[src/hdl/ms_pkg.sv]
package ms_pkg;

    localparam int DEPTH_DEFAULT = 64;
    localparam int DATA_W        = 32;

    typedef enum logic [2:0] {
        ST_LOAD,
        ST_RUN,
        ST_READ,
        ST_MERGE,
        ST_NEXT,
        ST_OUT_RD,
        ST_OUT_WR
    } state_t;

endpackage

[src/hdl/ms_ram.sv]
module ms_ram
    import ms_pkg::*;
#(
    parameter int DEPTH = DEPTH_DEFAULT,
    localparam int AW   = (DEPTH > 1) ? $clog2(DEPTH) : 1
) (
    input  logic              aclk,
    input  logic              we,
    input  logic [AW-1:0]     waddr,
    input  logic [DATA_W-1:0] wdata,
    input  logic [AW-1:0]     raddr_a,
    input  logic [AW-1:0]     raddr_b,
    output logic [DATA_W-1:0] rdata_a,
    output logic [DATA_W-1:0] rdata_b
);

    logic [DATA_W-1:0] mem [DEPTH];

    always_ff @(posedge aclk) begin
        if (we) begin
            mem[waddr] <= wdata;
        end
        rdata_a <= mem[raddr_a];
        rdata_b <= mem[raddr_b];
    end

endmodule
[config.mk]
export PLATFORM = sky130hd
export DESIGN_NAME = ms_ram
export DESIGN_NICKNAME = d
export VERILOG_FILES = /design/src/hdl/ms_pkg.sv /design/src/hdl/ms_ram.sv
export SDC_FILE = /design/constraint.sdc
export NUM_CORES = 2
export LEC_CHECK = 0
export BUFFER_PORTS_ARGS = -buffer_cell sky130_fd_sc_hd__buf_2
export CORE_AREA = 3 3 404 406
export DETAILED_ROUTE_END_ITERATION = 8
export DIE_AREA = 0 0 407 409
export PLACE_DENSITY = 0.8
export SYNTH_ARGS = -nofsm -noshare
export SYNTH_HDL_FRONTEND = slang
export SYNTH_SLANG_ARGS = --single-unit
export TNS_END_PERCENT = 1
[constraint.sdc]
create_clock -name aclk -period 7 [get_ports aclk]
set_input_delay 0.35 -clock aclk [delete_from_list [all_inputs] [get_ports aclk]]
set_output_delay 0.35 -clock aclk [all_outputs]
set_load 0.05 [all_outputs]
==> results.cfg <==
[status]
status = finished clean

[power_and_ir_drop]
sw_frac_of_total_pct = 23.1
p_clk_share_pct = 40.4
p_comb_share_pct = 8.6
p_sw_mw = 6.38
p_total_mw = 27.6
p_int_mw = 21.2
power_frac_seq_pct = 51.1
leakage_nw = 33.0
ir_worst_vdd_mv = 0.207
power_density_nw_per_um2 = 261

[timing]
max_clock_freq_ghz = 0.316
period_share_pct = 45.2
fin_crit_ns = 3.16
maxSlewHeadroom_pct = 11.8
fin_skew_ns = 0.0312
rsz0062_at_grt = no
setup_violations = 0
worst_pin_slew_ns = 1.32
fin_tns_setup_ns = 0
drv_slew = 0
finalHoldViolCount = 0

[synthesis]
netlist_area_um2 = 95700
synth.avg_cell_area_um2 = 21.7
synth_area_leaders = edfxtp_1 (64%), mux4_2 (26%), mux2i_1 (2.1%)
yosysTopAreaCell = edfxtp_1
synth_top_cell_area_share_pct = 64.3
ys_ff_latch = 2112
ys_types = 38
synthCells = 4412
synth_seq_area_share_pct = 65.6
syn-num-nets = 4464
yosys_warnings = 0

[detailed_routing]
finalWirelength_um = 282000
drtAntennaViolNets = 0
drc = 0
viasPerCell = 7.74
first_pass_iters = 6
drt_iter0_markers = 9246
num_vias = 53100
wl_per_cell_um = 41.2

[global_routing]
grt_pass1_vias = 53500
grt.total_usage_pct = 34.5
grt_pass1_wl_um = 400000
grt_max_degree = 124
grt_antenna_before_repair = 32
grt-ovfl-total = 0

[die]
num_rows = 147
chipWidth_um = 407
die_area_um2 = 166000
ios = 116
die_h_um = 409
start_util_pct = 59.7
coreArea_um2 = 160000

[setup_path]
critPathLaunch = raddr_b[0]
critPathKind = in2reg
end_kind = flip-flop
arrival_ns = 3.83
crit_required_ns = 7.67
startpoint_type = primary input
reg2reg_from = mem[0][24]$_DFFE_PP_
crit_fanout = 107

[cts]
cts_tree = yes
cts-buffers-inserted = 202
cts_resized = 0
worstSkewPairLatency_ns = 0.86
cts-htree-levels = 4
clock_sinks = 2112
cts_setup_buffers = 0
root_buffer = clkbuf_16
clk_pin_slew_ns = 0.06
clockBufferDepth = 3
hold_buffers = 0

[min_path]
hp-start = raddr_b[5]
worstHoldPathType = in2reg

[cells_and_area]
drive_gt1_share_pct = 38.2
multi_input_area_um2 = 31600
nFillCells = 9761
final_nets = 4555
final-seq-area_um2 = 62800
areaGrowthSynthToFinish_pct = 10.5

[job]
maxCapViolCount = 0

[place]
gp_congestion = 0.877
hpwl_um = 156000
io_buffers = 115
-- cells by family after synthesis --
kind of cell | after synthesis | synth area share (%)
AO/OA/AOI/OAI | 340 | 2.39
buffers and inverters | 348 | 1.83
flip-flops | 2112 | 65.6
AND/OR/NAND/NOR | 248 | 1.13
multiplexers | 1364 | 29.0
-- area by class of cell --
class / count / area share, %
Inverter: 1 / 0.00355
Sequential cell: 2112 / 59.4
Clock buffer: 264 / 5.21
Tap cell: 2160 / 2.56
Antenna cell: 19 / 0.0450
Clock inverter: 117 / 1.18
Multi-Input combinational cell: 1952 / 29.9
Timing Repair Buffer: 234 / 1.68
-- per-stage QoR --
stage	util, %	instances	hold WS [ns]	worst slack [ns]	area, um^2
finish	66.0	6859	0.129	3.84	106000
CTS	66.0	6840	0.0631	4.01	106000
global placement	61.7	6459	0.820	3.11	98900
detailed placement	61.7	6459	0.821	3.11	98900
global route	66.0	6848	0.124	3.68	106000
floorplan	-	4412	0.449	3.46	95700
-- worst max-delay path, cell delays in order --
cell and delay [ns]:
buf_8 0.59, buf_12 0.66, mux4_2 0.60, mux4_2 0.51, o22ai_1 0.64, a21oi_1 0.24
-- synthesized netlist by cell type --
master	number
or2_2	3
or3_1	2
o21ai_0	18
buf_1	25
nand2_1	93
and2_1	6
nor3_1	3
nor2_1	94
mux4_2	1124
o211ai_1	27
o22ai_1	56
buf_6	11
or3b_2	2
nor2b_1	19
a21oi_1	58
o41ai_1	1
nand3b_1	6
inv_2	1
nand3_1	9
nand4_1	2
o21ai_1	31
buf_2	121
mux2_2	36
a211oi_1	15
mux2i_1	204
a22oi_1	85
o211a_1	1
a21boi_1	1
o32a_1	9
edfxtp_1	2048
nand4b_1	1
a32oi_1	9
o221ai_1	16
dfxtp_1	64
buf_4	55
nand2b_1	8
a221oi_1	13
clkbuf_1	135
-- worst paths after layout --
| kind | to | slack (ns) | cells after the start |
|---|---|---|---|
| max | rdata_b[12]$_DFF_P_ | 3.84 | 6 |
| min | rdata_b[2]$_DFF_P_ | 0.13 | 4 |
| max reg2reg | rdata_b[24]$_DFF_P_ | 4.36 | 4 |
| min reg2reg | rdata_b[28]$_DFF_P_ | 0.91 | 4 |
-- cells in the final DEF (no fill, tap or decap), drive strengths merged --
| cell type | synthesis | layout |
|---|---|---|
| mux4 | 1124 | 1124 |
| inv | 1 | 11 |
| diode | 0 | 19 |
| nand4b | 1 | 1 |
| clkinvlp | 0 | 9 |
| o211a | 1 | 1 |
| mux2i | 204 | 204 |
| o41ai | 1 | 1 |
| bufinv | 0 | 21 |
| mux2 | 36 | 36 |
| nand2b | 8 | 8 |
| buf | 212 | 234 |
| a21boi | 1 | 1 |
| nor3 | 3 | 3 |
| a22oi | 85 | 85 |
| o32a | 9 | 9 |
| edfxtp | 2048 | 2048 |
| a211oi | 15 | 15 |
| or3b | 2 | 2 |
| nand2 | 93 | 93 |
| clkbuf | 135 | 264 |
| nand3 | 9 | 9 |
| o221ai | 16 | 16 |
| a32oi | 9 | 9 |
| o211ai | 27 | 27 |
| nand4 | 2 | 2 |
| nand3b | 6 | 6 |
| clkinv | 0 | 77 |
| and2 | 6 | 6 |
| nor2b | 19 | 19 |
| dfxtp | 64 | 64 |
| o21ai | 49 | 49 |
| o22ai | 56 | 56 |
| a221oi | 13 | 13 |
| nor2 | 94 | 94 |
| a21oi | 58 | 58 |
| or2 | 3 | 3 |
| or3 | 2 | 2 |
-- per-layer routing --
| layer | routed length [um] | part of all wire, % | track usage, % | vias to the layer above |
|---|---|---|---|---|
| met5 | 155 | 0.055 | 0 | - |
| met4 | 15400 | 5.4 | 16.0 | 22 |
| met3 | 46600 | 17 | 13.4 | 888 |
| met2 | 129000 | 46 | 50.7 | 4759 |
| met1 | 91100 | 32 | 45.9 | 27700 |
| li1 | - | - | - | 19700 |
-- power groups by stage --
stage | Combinational (mW) | Clock, mW | Sequential [mW]
2_1_floorplan | 1.34 | 0 | 14.5
3_3_place_gp | 2.27 | 0 | 14.4
3_5_place_dp | 2.31 | 0 | 14.4
4_1_cts | 2.33 | 11.2 | 14.1
5_1_grt | 2.46 | 11.7 | 14.1
6_report | 2.37 | 11.2 | 14.1
-- registers in the layout, indices dropped and copies added, names as in the netlist --
register,flops
rdata_a,32
mem,2048
rdata_b,32
(Power assumes the default switching activity.)
